<file path="config.mk">
export PLATFORM = sky130hd
export DESIGN_NAME = sgm_isqrt
export DESIGN_NICKNAME = d
export VERILOG_FILES = /design/src/rtl/core/sgm_pkg.sv /design/src/rtl/core/sgm_isqrt.sv
export SDC_FILE = /design/constraint.sdc
export NUM_CORES = 1
export LEC_CHECK = 0
export BUFFER_PORTS_ARGS = -buffer_cell sky130_fd_sc_hd__buf_2
export CORE_ASPECT_RATIO = 0.75
export CORE_MARGIN = 4
export CORE_UTILIZATION = 49
export CTS_CLUSTER_SIZE = 20
export DETAILED_ROUTE_END_ITERATION = 10
export GPL_ROUTABILITY_DRIVEN = 0
export PLACE_DENSITY = 0.78
export SLEW_MARGIN = 20
export SYNTH_ARGS = -nofsm -noshare
export SYNTH_HDL_FRONTEND = slang
export SYNTH_SLANG_ARGS = --single-unit
</file>
<file path="constraint.sdc">
create_clock -name clk_i -period 2.2 [get_ports clk_i]
set_input_delay 0.22 -clock clk_i [delete_from_list [all_inputs] [get_ports clk_i]]
set_output_delay 0.22 -clock clk_i [all_outputs]
set_load 0.03 [all_outputs]
</file>
<file path="src/rtl/core/sgm_pkg.sv">
// shared types and constants of the sobel gradient magnitude block
// no dependencies
`default_nettype none

package sgm_pkg;

  // configuration register indexes
  localparam int unsigned CfgIdxBits = 1;
  localparam logic [CfgIdxBits-1:0] REG_FRAME_WIDTH  = 1'd0;
  localparam logic [CfgIdxBits-1:0] REG_FRAME_HEIGHT = 1'd1;
  localparam int unsigned CfgDataBits = 13;

  // field widths
  localparam int unsigned FrameWidthBits  = 11;
  localparam int unsigned FrameHeightBits = 13;
  localparam int unsigned IntensityBits   = 8;
  localparam int unsigned MagBits         = 11;
  localparam int unsigned RowBits         = 12;
  localparam int unsigned ColBits         = 10;
  localparam int unsigned OutDataBits     = 56;

  // reset values and limits
  localparam logic [FrameWidthBits-1:0]  FRAME_WIDTH_RESET  = 11'd640;
  localparam logic [FrameHeightBits-1:0] FRAME_HEIGHT_RESET = 13'd480;
  localparam int unsigned MinFrameDim = 3;
  localparam int unsigned MaxHeight   = 4096;
  localparam int unsigned MagResetMin = 1442;
  localparam int unsigned MagSat      = 2047;

  // status of the square root unit
  typedef struct packed {
    logic busy;
    logic done;
  } sqrt_stat_t;

endpackage

`default_nettype wire

</file>
<file path="src/rtl/core/sgm_isqrt.sv">
// iterative integer square root, one root bit per cycle
// depends on sgm_pkg
`default_nettype none

module sgm_isqrt
  import sgm_pkg::*;
#(
  parameter int unsigned InBits = 21
) (
  input  wire logic                       clk_i,
  input  wire logic                       rst_ni,
  input  wire logic                       start_i,
  input  wire logic [InBits-1:0]          radicand_i,
  output      sqrt_stat_t                 stat_o,
  output      logic [(InBits+1)/2-1:0]    root_o
);

  localparam int unsigned RootBits = (InBits + 1) / 2;
  localparam int unsigned PadBits  = 2 * RootBits;
  localparam int unsigned RemBits  = RootBits + 2;
  localparam int unsigned CntBits  = $clog2(RootBits + 1);

  logic [PadBits-1:0]  rad_q, rad_d;
  logic [RemBits-1:0]  rem_q, rem_d;
  logic [RootBits-1:0] root_q, root_d;
  logic [CntBits-1:0]  cnt_q, cnt_d;
  logic                done_q, done_d;

  logic [RemBits-1:0] rem_shift;
  logic [RemBits-1:0] trial;

  // bring down the next two radicand bits and try a one in the root
  assign rem_shift = {rem_q[RootBits-1:0], rad_q[PadBits-1 -: 2]};
  assign trial     = {root_q, 2'b01};

  always_comb begin
    rad_d  = rad_q;
    rem_d  = rem_q;
    root_d = root_q;
    cnt_d  = cnt_q;
    done_d = 1'b0;
    if (start_i) begin
      rad_d  = PadBits'(radicand_i);
      rem_d  = '0;
      root_d = '0;
      cnt_d  = CntBits'(RootBits);
    end else if (cnt_q != '0) begin
      rad_d = {rad_q[PadBits-3:0], 2'b00};
      if (rem_shift >= trial) begin
        rem_d  = rem_shift - trial;
        root_d = {root_q[RootBits-2:0], 1'b1};
      end else begin
        rem_d  = rem_shift;
        root_d = {root_q[RootBits-2:0], 1'b0};
      end
      cnt_d = cnt_q - CntBits'(1);
      if (cnt_q == CntBits'(1)) begin
        done_d = 1'b1;
      end
    end
  end

  always_ff @(posedge clk_i or negedge rst_ni) begin
    if (!rst_ni) begin
      cnt_q  <= '0;
      done_q <= 1'b0;
    end else begin
      cnt_q  <= cnt_d;
      done_q <= done_d;
    end
  end

  always_ff @(posedge clk_i) begin
    rad_q  <= rad_d;
    rem_q  <= rem_d;
    root_q <= root_d;
  end

  assign stat_o.busy = (cnt_q != '0);
  assign stat_o.done = done_q;
  assign root_o      = root_q;

endmodule

`default_nettype wire

</file>
==> out/qor.txt, run 1 <==
CTS tree -> yes
Vias in the first global route -> 1859
Post-Place Cells -> 368
Detailed Routing Iterations Pass 1 -> 4
Yosys warning total -> 0
Final Hold Fails -> 0
Reg area -> 0.001217 mm^2
Area Overhead vs Synth -> 18.60%
HP Class -> in2reg
Final count of pins violating max slew -> 0
Lkg Pwr -> 1.300 nW
Die Y -> 71.54 um
IO buf count -> 36
CTS Root Buffer Type -> clkbuf_8
Clk slew on worst S/H paths -> 0.09 ns
Initial Utilization -> 52.36%
Worst EP arrival -> 2.33 ns
Distinct cells, synth -> 49
RSZ-0062 raised after global routing -> true
Most common cell in the netlist -> nand2_1
Worst setup EP type -> flop
CP delay by family, top -> compound AO/OA/AOI/OAI gates
DIE WIDTH -> 92.72 um
Drt drc -> 0
Starting DRT DRC Count -> 97
Most frequent cells after synthesis -> 29 x nand2_1, 23 x dfxtp_1, 21 x edfxtp_1
Register area share after synthesis -> 46.11%
Gr usage total -> 16.24%
I/O pins -> 37
Syn avg cell area -> 10.26 um^2
Cell Area, Synth -> 0.002638 mm^2
Final setup viols -> 0
WL/cell -> 13.78 um
Fin cells -> 379
Initial antenna violation count -> 0
Clock Latency Late Sink -> 0.30 ns
Multi-input logic area -> 0.001329 mm^2
Number of synthesized register bits -> 49
Cell Chain, Critical Path -> inv_1 > ha_1 > a21oi_1 > o21ai_2 > a21oi_2 > o21ba_4 > nor4_1 > a211o_1
CP Launch Type -> flop
Routed Antenna Nets -> 0
First-pass GRT wire length -> 8.631 mm
Grt ovf -> 0
Yosys top cell by area -> edfxtp_1
Dpl hpwl -> 3.742 mm
Total CTS buffers -> 5
CTS H-tree depth -> 2
Status -> complete, no violations
PwrDens -> 1140 mW/mm^2
Crit Path Class -> reg2reg
Buf/Inv on CP -> 1
Largest net degree at the start of global routing -> 24
Core Area -> 0.005037 mm^2
Final core occ -> 62.10%
Final min period -> 2.139 ns
Post-synth top flop -> dfxtp_1
Required time of the critical path -> 2.39 ns
Worst slew margin -> 72.09%
Async set or reset register ratio after synthesis -> 10.20%
Worst-Margin Slew -> 0.4187 ns
Die ar. -> 0.006632 mm^2
Critical Path Slowest Stage Cell -> dfxtp_2
Max cap viols -> 0
Syn Inst Count -> 257
Cell row count -> 22
Post-Syn Nets -> 297
CTS max path bufs -> 2
Antenna fix cells -> 0
CP peak stage delay -> 0.35 ns
Fillers -> 431
Share of cells above drive strength 1 -> 30.62%
Crit-path max FO -> 8
Tcrit/Tclk final -> 97.24%
Synth top area cells -> edfxtp_1 24%, dfxtp_1 17%, mux2_2 8.1%, ha_1 7.6%, dfrtp_1 4.7%
Post-Route WL -> 5.221 mm
Post-synth EDFFs -> 21
Synth top area share -> 23.91%
Clk_skew -> 0.008358 ns
Final Total Pwr -> 3.566 mW
DR vias -> 1999
Num Clock Sinks -> 49
# nets final -> 346
Via/cell ratio -> 5.274
Max IR drop VDD -> 737.6 uV
Fmax -> 0.4675 GHz
-- area by class of cell --
class | count | share of cell area, %
clock buffers | 5 | 2.200
clock inverters | 3 | 1.320
inverters | 17 | 2.040
multi-input cells | 179 | 42.48
flip-flops and latches | 49 | 38.92
well taps | 72 | 2.880
repair buffers | 54 | 10.16
-- where the power goes --
| group | internal [mW] | switching, mW | leakage, nW |
|---|---|---|---|
| Combinational | 0.854 | 0.896 | 0.775 |
| Sequential | 1.09 | 0.0828 | 0.473 |
| Clock | 0.335 | 0.306 | 0.0518 |
-- sequential cells by signal, summed over array words and instances, names as in the netlist --
register  flops
cnt_q         4
rem_q        11
done_q        1
root_o       11
rad_q        22
-- worst paths after layout --
kind / slack [ns] / cells after the start / startpoint / end
worst max-delay path: 0.06 / 8 / root_o[2] / rem_q[1]
worst min-delay path: 0.20 / 2 / radicand_i[1] / rad_q[1]
worst max register to register: 0.06 / 8 / root_o[2] / rem_q[1]
worst min register to register: 0.47 / 2 / root_o[2] / root_o[2]
max in group asynchronous: 1.82 / 2 / rst_ni / cnt_q[1]
min in group asynchronous: 0.26 / 2 / rst_ni / cnt_q[0]
-- placed cells by master (no fill, tap or decap), types with 3 or more instances in the layout --
cell type	instances
nor3_1	5
o211ai_1	3
and2_1	4
mux2_2	19
clkbuf_8	5
a211oi_1	4
mux2i_1	3
nand3_1	6
nor2_1	14
nor4_1	3
a21oi_1	15
dfrtp_1	5
dfxtp_1	22
nor3b_1	5
inv_1	17
o21a_1	3
a31oi_1	3
nand2_1	29
buf_2	36
edfxtp_1	21
o21ai_0	4
xnor2_1	9
buf_4	17
ha_1	15
a211o_1	3
-- layer usage --
metal	GRT usage [%]	share of wire, %
met1	22.77	49
met2	25.40	46
met3	4.092	4.3
met4	3.902	0.69
met5	0	0
-- cells by family (layout without fill, tap and decap cells) --
family                     count (synthesis)  after routing  synth area share, %
buffers and inverters                     30             79                4.696
muxes                                     22             22                9.251
DFF                                       49             49                46.11
xor gates and xnor gates                  11             11                3.653
adders and majority gates                 16             16                7.590
and+or+nand+nor                           80             80                15.09
AOI/OAI and AO/OA                         49             50                13.62
-- through the flow --
stage               setup slack (ns)  setup TNS, ns  hold slack (ns)  cell area, um^2
floorplan                    0.01132              0         -0.07559             2639
global placement             0.07708              0          0.04037             2969
detailed placement          -0.04167       -0.06525          0.04257             2969
CTS                          0.03026              0           0.1878             3089
global route                 -0.1019        -0.3044           0.2018             3128
finish                       0.06081              0           0.2028             3128
-- repair_timing --
action / 4_1_cts / 5_1_grt
endpoints found under the setup margin: 4 / 9
resized for setup: 1 / 5
buffers inserted: 0 / 1
pin swaps: 0 / 2
cloned: 0 / 1
hold endpoints to repair: 5 / 0
hold buffers: 1 / 0
No activity file was read; power rests on OpenSTA's default activity.
==> inputs of run 2 (changes only) <==
RECOVER_POWER = 50   (was not set)
==> out/qor.txt, run 2 (same netlist as run 1, synthesis figures left out) <==
CP delay by family, top -> compound AO/OA/AOI/OAI gates
Starting DRT DRC Count -> 97 (unchanged)
Max FFs per register -> 22 (unchanged)
Routed Antenna Nets -> 0 (unchanged)
Worst EP arrival -> 2.33 ns (about the same)
Num Clock Sinks -> 49 (unchanged)
CP peak stage delay -> 0.35 ns (about the same)
WL/cell -> 13.80 um (+0.17%)
RSZ-0062 raised after global routing -> true
Post-Route WL -> 5.230 mm (+0.17%)
Cell Chain, Critical Path -> inv_1 > ha_1 > a21oi_1 > o21ai_2 > a21oi_2 > o21ba_4 > nor4_1 > a211o_1
Total CTS buffers -> 5 (unchanged)
Initial antenna violation count -> 0 (unchanged)
CTS tree -> yes
Lkg Pwr -> 1.245 nW (-4.2%)
Required time of the critical path -> 2.39 ns (about the same)
CTS H-tree depth -> 2 (unchanged)
Gr usage total -> 16.24% (unchanged)
Detailed Routing Iterations Pass 1 -> 4 (unchanged)
Antenna fix cells -> 0 (unchanged)
PwrDens -> 1144 mW/mm^2 (+0.39%)
Tcrit/Tclk final -> 97.34% (+0.099 points)
IO buf count -> 36 (unchanged)
Commonest non-fill, non-tap cell in the layout -> nand2_1
Met2 Use GR -> 25.40% (unchanged)
Worst min-delay path startpoint -> radicand_i[1]
Dpl hpwl -> 3.742 mm (unchanged)
RR Endpoint -> rem_q[1]
GRT busiest layer -> met2
Fin Setup TNS -> 0 ns (unchanged)
Final core occ -> 61.77% (-0.32 points)
Hold path cells -> 2 (unchanged)
Clk_skew -> 0.008198 ns (-0.0001603 ns)
Die ar. -> 0.006632 mm^2 (unchanged)
Reg2reg setup slack -> 0.06 ns (about the same)
Worst-Margin Slew -> 0.4186 ns (-0.00006378 ns)
Clk slew on worst S/H paths -> 0.09 ns (about the same)
RR Startpoint -> root_o[2]
GR Util met1 -> 22.77% (unchanged)
# nets final -> 346 (unchanged)
First-pass GRT wire length -> 8.631 mm (unchanged)
Cell row count -> 22 (unchanged)
Fillers -> 443 (+2.8%)
Met3 Use GR -> 4.092% (unchanged)
Fin worst setup slack -> 0.05863 ns (-0.002183 ns)
Hold EP -> rad_q[1]
Final min period -> 2.141 ns (+0.002183 ns)
Buf/Inv on CP -> 1 (unchanged)
I/O pins -> 37 (unchanged)
HP Class -> in2reg
Core Area -> 0.005037 mm^2 (unchanged)
Reg area -> 0.001217 mm^2 (unchanged)
Initial Utilization -> 52.36% (unchanged)
Crit Path Class -> reg2reg
Hold WS -> 0.2028 ns (unchanged)
Max cap viols -> 0 (unchanged)
Top reg by flops -> rad_q
Max IR drop VDD -> 734.6 uV (-0.41%)
Crit-path max FO -> 8 (unchanged)
Area Overhead vs Synth -> 17.98%
DP Worst Slack -> -0.04167 ns (unchanged)
Critical Path Slowest Stage Cell -> dfxtp_2
Fmax -> 0.4670 GHz (-0.10%)
Status -> complete, no violations
Drt drc -> 0 (unchanged)
CP Launch Type -> flop
Commonest cells after routing, fill and taps aside -> 29 x nand2_1, 23 x buf_2, 22 x dfxtp_1
Multi-input logic area -> 0.001329 mm^2 (unchanged)
CTS max path bufs -> 2 (unchanged)
Final count of pins violating max slew -> 0 (unchanged)
DIE WIDTH -> 92.72 um (unchanged)
Final Hold Fails -> 0 (unchanged)
Vias in the first global route -> 1859 (unchanged)
DR vias -> 1995 (-0.20%)
Worst slew margin -> 72.09% (about the same)
Final setup viols -> 0 (unchanged)
Clock Latency Late Sink -> 0.30 ns (about the same)
Grt ovf -> 0 (unchanged)
CTS Root Buffer Type -> clkbuf_8
Via/cell ratio -> 5.264 (-0.20%)
Share of cells above drive strength 1 -> 26.38% (-4.2 points)
Reg2reg path depth -> 8 (unchanged)
Worst setup EP type -> flop
Largest net degree at the start of global routing -> 24 (unchanged)
Die Y -> 71.54 um (unchanged)
run 2: changes by cell type in the layout (fill, tap and decap cells not counted):
cell / before / now
and2_0: 0 / 1
clkbuf_1: 0 / 13
buf_2: 36 / 23
and2_1: 4 / 3
run 2: area by class of cell:
| class | instances | area share (%) |
|---|---|---|
| Clock buffer | 5 | 2.212 |
| Clock inverter | 3 | 1.327 |
| Tap cell | 72 | 2.895 |
| Multi-Input combinational cell | 179 | 42.70 |
| Timing Repair Buffer | 54 | 9.690 |
| Inverter | 17 | 2.051 |
| Sequential cell | 49 | 39.12 |
run 2: per-stage QoR:
stage          area, um^2  cells  power, mW
5_1_grt              3112    379      3.798
4_1_cts              3089    377      3.455
6_report             3112    379      3.561
3_3_place_gp         2969    368      2.748
2_1_floorplan        2639    257      2.470
3_5_place_dp         2969    368      2.799
run 2: worst reg2reg max path, delay by kind of cell (launching register included):
family | cells | cell delay, ns
AO/OA/AOI/OAI | 5 | 1.21
adder cells (fa/ha/maj) | 1 | 0.35
buffers and inverters | 1 | 0.05
flip-flops | 1 | 0.35
AND/OR/NAND/NOR | 1 | 0.08
run 2: repair_timing:
item | in CTS | in global routing
endpoints found under the hold margin | 5 | 0
gates resized for setup | 1 | 5
buffers inserted | 0 | 1
setup endpoints to repair | 4 | 9
hold buffers | 1 | 0
cloned | 0 | 1
pin swaps | 0 | 2
run 2: worst max-delay path by stage:
stage,slack (ns),to,startpoint,cells after the start
floorplan,0.01,rem_q[0],root_o[0],9
global placement,0.08,rem_q[1],root_o[2],8
detailed placement,-0.04,rem_q[1],root_o[2],8
CTS,0.03,rem_q[1],root_o[2],8
global route,-0.10,rem_q[8],root_o[2],8
finish,0.06,rem_q[1],root_o[2],8
run 2: layer usage:
metal  up-vias  part of all wire, %
li1       1021                    -
met1       940                   49
met5         -                    0
met2        30                   46
met3         4                  4.3
met4         0                 0.69
run 2: where the power goes:
part	switching (mW)	internal [mW]	total (mW)
Sequential	0.0830	1.09	1.18
Clock	0.305	0.335	0.640
Combinational	0.897	0.849	1.75
==> inputs of run 3 (changes only) <==
CORE_MARGIN = 1   (was 4)
CTS_CLUSTER_SIZE = 12   (was 20)
SKIP_LAST_GASP = 1   (was not set)
==> out/qor.txt, run 3 (same netlist as run 1, synthesis figures left out) <==
Drt drc -> 0 (unchanged)
Reg2reg setup slack -> 0.10 ns (+0.04 ns)
Hold path cells -> 2 (unchanged)
Critical Path Slowest Stage Cell -> ha_2
Num Clock Sinks -> 49 (unchanged)
RR Endpoint -> rem_q[0]
CP delay by family, top -> compound AO/OA/AOI/OAI gates
Crit Path Class -> reg2reg
Final Hold Fails -> 0 (unchanged)
Sw frac -> 36.96% (+0.88 points)
Fmax -> 0.4765 GHz (+2.0%)
Design Area, Final -> 0.003072 mm^2 (-1.3%)
WL/cell -> 13.15 um (-4.7%)
Dpl hpwl -> 3.510 mm (-6.2%)
CP Launch Type -> flop
Top reg by flops -> rad_q
Clock power share -> 15.0% (-3.0 points)
Fin Setup TNS -> 0 ns (unchanged)
Psw -> 1.268 mW (-1.3%)
Antenna fix cells -> 0 (unchanged)
Gr usage total -> 18.67% (+2.4 points)
Required time of the critical path -> 2.39 ns (about the same)
CTS Root Buffer Type -> clkbuf_8
Final Total Pwr -> 3.432 mW (-3.6%)
Final min period -> 2.099 ns (-0.04272 ns)
Routed Antenna Nets -> 0 (unchanged)
# nets final -> 344 (-0.58%)
Share of cells above drive strength 1 -> 25.90% (-0.48 points)
Commonest non-fill, non-tap cell in the layout -> nand2_1
Flop pwr share -> 34.3% (+1.3 points)
Final core occ -> 60.98% (-0.79 points)
Int Pwr -> 2.163 mW (-5.0%)
Max FFs per register -> 22 (unchanged)
Die Y -> 65.54 um (-8.4%)
Worst-Margin Slew -> 1.418 ns (+0.9997 ns)
Max cap viols -> 0 (unchanged)
I/O pins -> 37 (unchanged)
Cell Chain, Critical Path -> inv_1 > ha_2 > and4_1 > a31oi_1 > o21ai_2 > o21ba_4 > buf_4 > a211o_1
CP peak stage delay -> 0.37 ns (+0.02 ns)
Worst slew margin -> 5.443% (-67 points)
Area Overhead vs Synth -> 16.46%
Vias in the first global route -> 1858 (-0.054%)
PwrDens -> 1117 mW/mm^2 (-2.4%)
HP Class -> in2reg
Final count of pins violating max slew -> 0 (unchanged)
Max IR drop VDD -> 639.0 uV (-13%)
Clk_skew -> 0.01224 ns (+0.004040 ns)
Hold WS -> 0.2009 ns (-0.001993 ns)
Initial Utilization -> 52.36% (unchanged)
Clock Latency Late Sink -> 0.31 ns (about the same)
Final setup viols -> 0 (unchanged)
Core Area -> 0.005037 mm^2 (unchanged)
Clk slew on worst S/H paths -> 0.10 ns (about the same)
Worst setup EP type -> flop
Commonest cells after routing, fill and taps aside -> 29 x nand2_1, 22 x buf_2, 22 x dfxtp_1
RR Startpoint -> root_o[6]
Tcrit/Tclk final -> 95.39% (-1.9 points)
Lkg Pwr -> 1.225 nW (-1.6%)
DR vias -> 1989 (-0.30%)
Logic pwr share -> 50.7% (+1.7 points)
Die ar. -> 0.005683 mm^2 (-14%)
IO buf count -> 36 (unchanged)
CTS max path bufs -> 2 (unchanged)
Buf/Inv on CP -> 2 (+1)
Grt ovf -> 0 (unchanged)
Reg2reg path depth -> 8 (unchanged)
Starting DRT DRC Count -> 90 (-7.2%)
Worst EP arrival -> 2.29 ns (-0.04 ns)
Status -> complete, no violations
Via/cell ratio -> 5.276 (+0.23%)
CTS tree -> yes
Post-Route WL -> 4.957 mm (-5.2%)
Detailed Routing Iterations Pass 1 -> 4 (unchanged)
Largest net degree at the start of global routing -> 30 (+25%)
Initial antenna violation count -> 0 (unchanged)
First-pass GRT wire length -> 8.273 mm (-4.1%)
Post-DP Area -> 0.002954 mm^2 (-0.51%)
Crit-path max FO -> 8 (unchanged)
Cell row count -> 22 (unchanged)
Total CTS buffers -> 5 (unchanged)
Hold EP -> rad_q[0]
Worst min-delay path startpoint -> radicand_i[0]
CTS H-tree depth -> 2 (unchanged)
DIE WIDTH -> 86.72 um (-6.5%)
-- run 3: power groups by stage --
| stage | registers, mW | clock network [mW] | logic (mW) |
|---|---|---|---|
| 6_report | 1.18 | 0.514 | 1.74 |
| 5_1_grt | 1.19 | 0.565 | 1.90 |
| 4_1_cts | 1.18 | 0.531 | 1.60 |
| 3_5_place_dp | 1.20 | 0 | 1.59 |
| 3_3_place_gp | 1.19 | 0 | 1.55 |
| 2_1_floorplan | 1.21 | 0 | 1.26 |
-- run 3: per-layer routing --
layer  global-route usage, %  part of all wire, %
met1                   25.30                   51
met2                   30.26                   45
met3                   4.146                  3.7
met4                   5.000                 0.83
met5                       0                    0
-- run 3: timing repair --
| item | CTS | global route |
|---|---|---|
| buffers inserted | 0 | 1 |
| gates cloned | 0 | 1 |
| pin swaps | 0 | 3 |
| endpoints found under the setup margin | 4 | 10 |
| hold buffers | 1 | 0 |
| hold endpoints to repair | 5 | 0 |
| resized for setup | 1 | 6 |
-- run 3: final cells by class --
cell class	instances	area, um^2
inverter	17	63.81
fill	453	1966
clock buffer	6	72.57
multi-input combinational	179	1333
tap	72	90.09
sequential	49	1217
timing repair buffer	52	285.3
clock inverter	2	10.01
-- run 3: worst max path at each step --
stage	endpoint	from	cells past startpoint	slack, ns
5_1_grt	rem_q[7]	root_o[0]	8	-0.005
6_report	rem_q[0]	root_o[6]	8	0.10
2_1_floorplan	rem_q[0]	root_o[0]	9	0.01
3_5_place_dp	rem_q[2]	root_o[2]	8	0.0006
4_1_cts	rem_q[0]	root_o[2]	8	0.08
3_3_place_gp	rem_q[0]	root_o[6]	8	0.1
-- run 3: metrics by stage --
stage                     setup slack [ns]  cells
after floorplan                    0.01132    257
after global placement             0.09605    366
after detailed placement         0.0006102    366
after CTS                          0.08386    375
after global routing             -0.005456    377
final                               0.1013    377
-- run 3: worst register-to-register path: cells and delay by family (launching register included) --
family,cells,cell delay [ns]
flip-flops,1,0.34
adder cells (fa/ha/maj),1,0.37
buffers and inverters,2,0.20
AO/OA/AOI/OAI,4,0.83
AND/OR/NAND/NOR,1,0.25
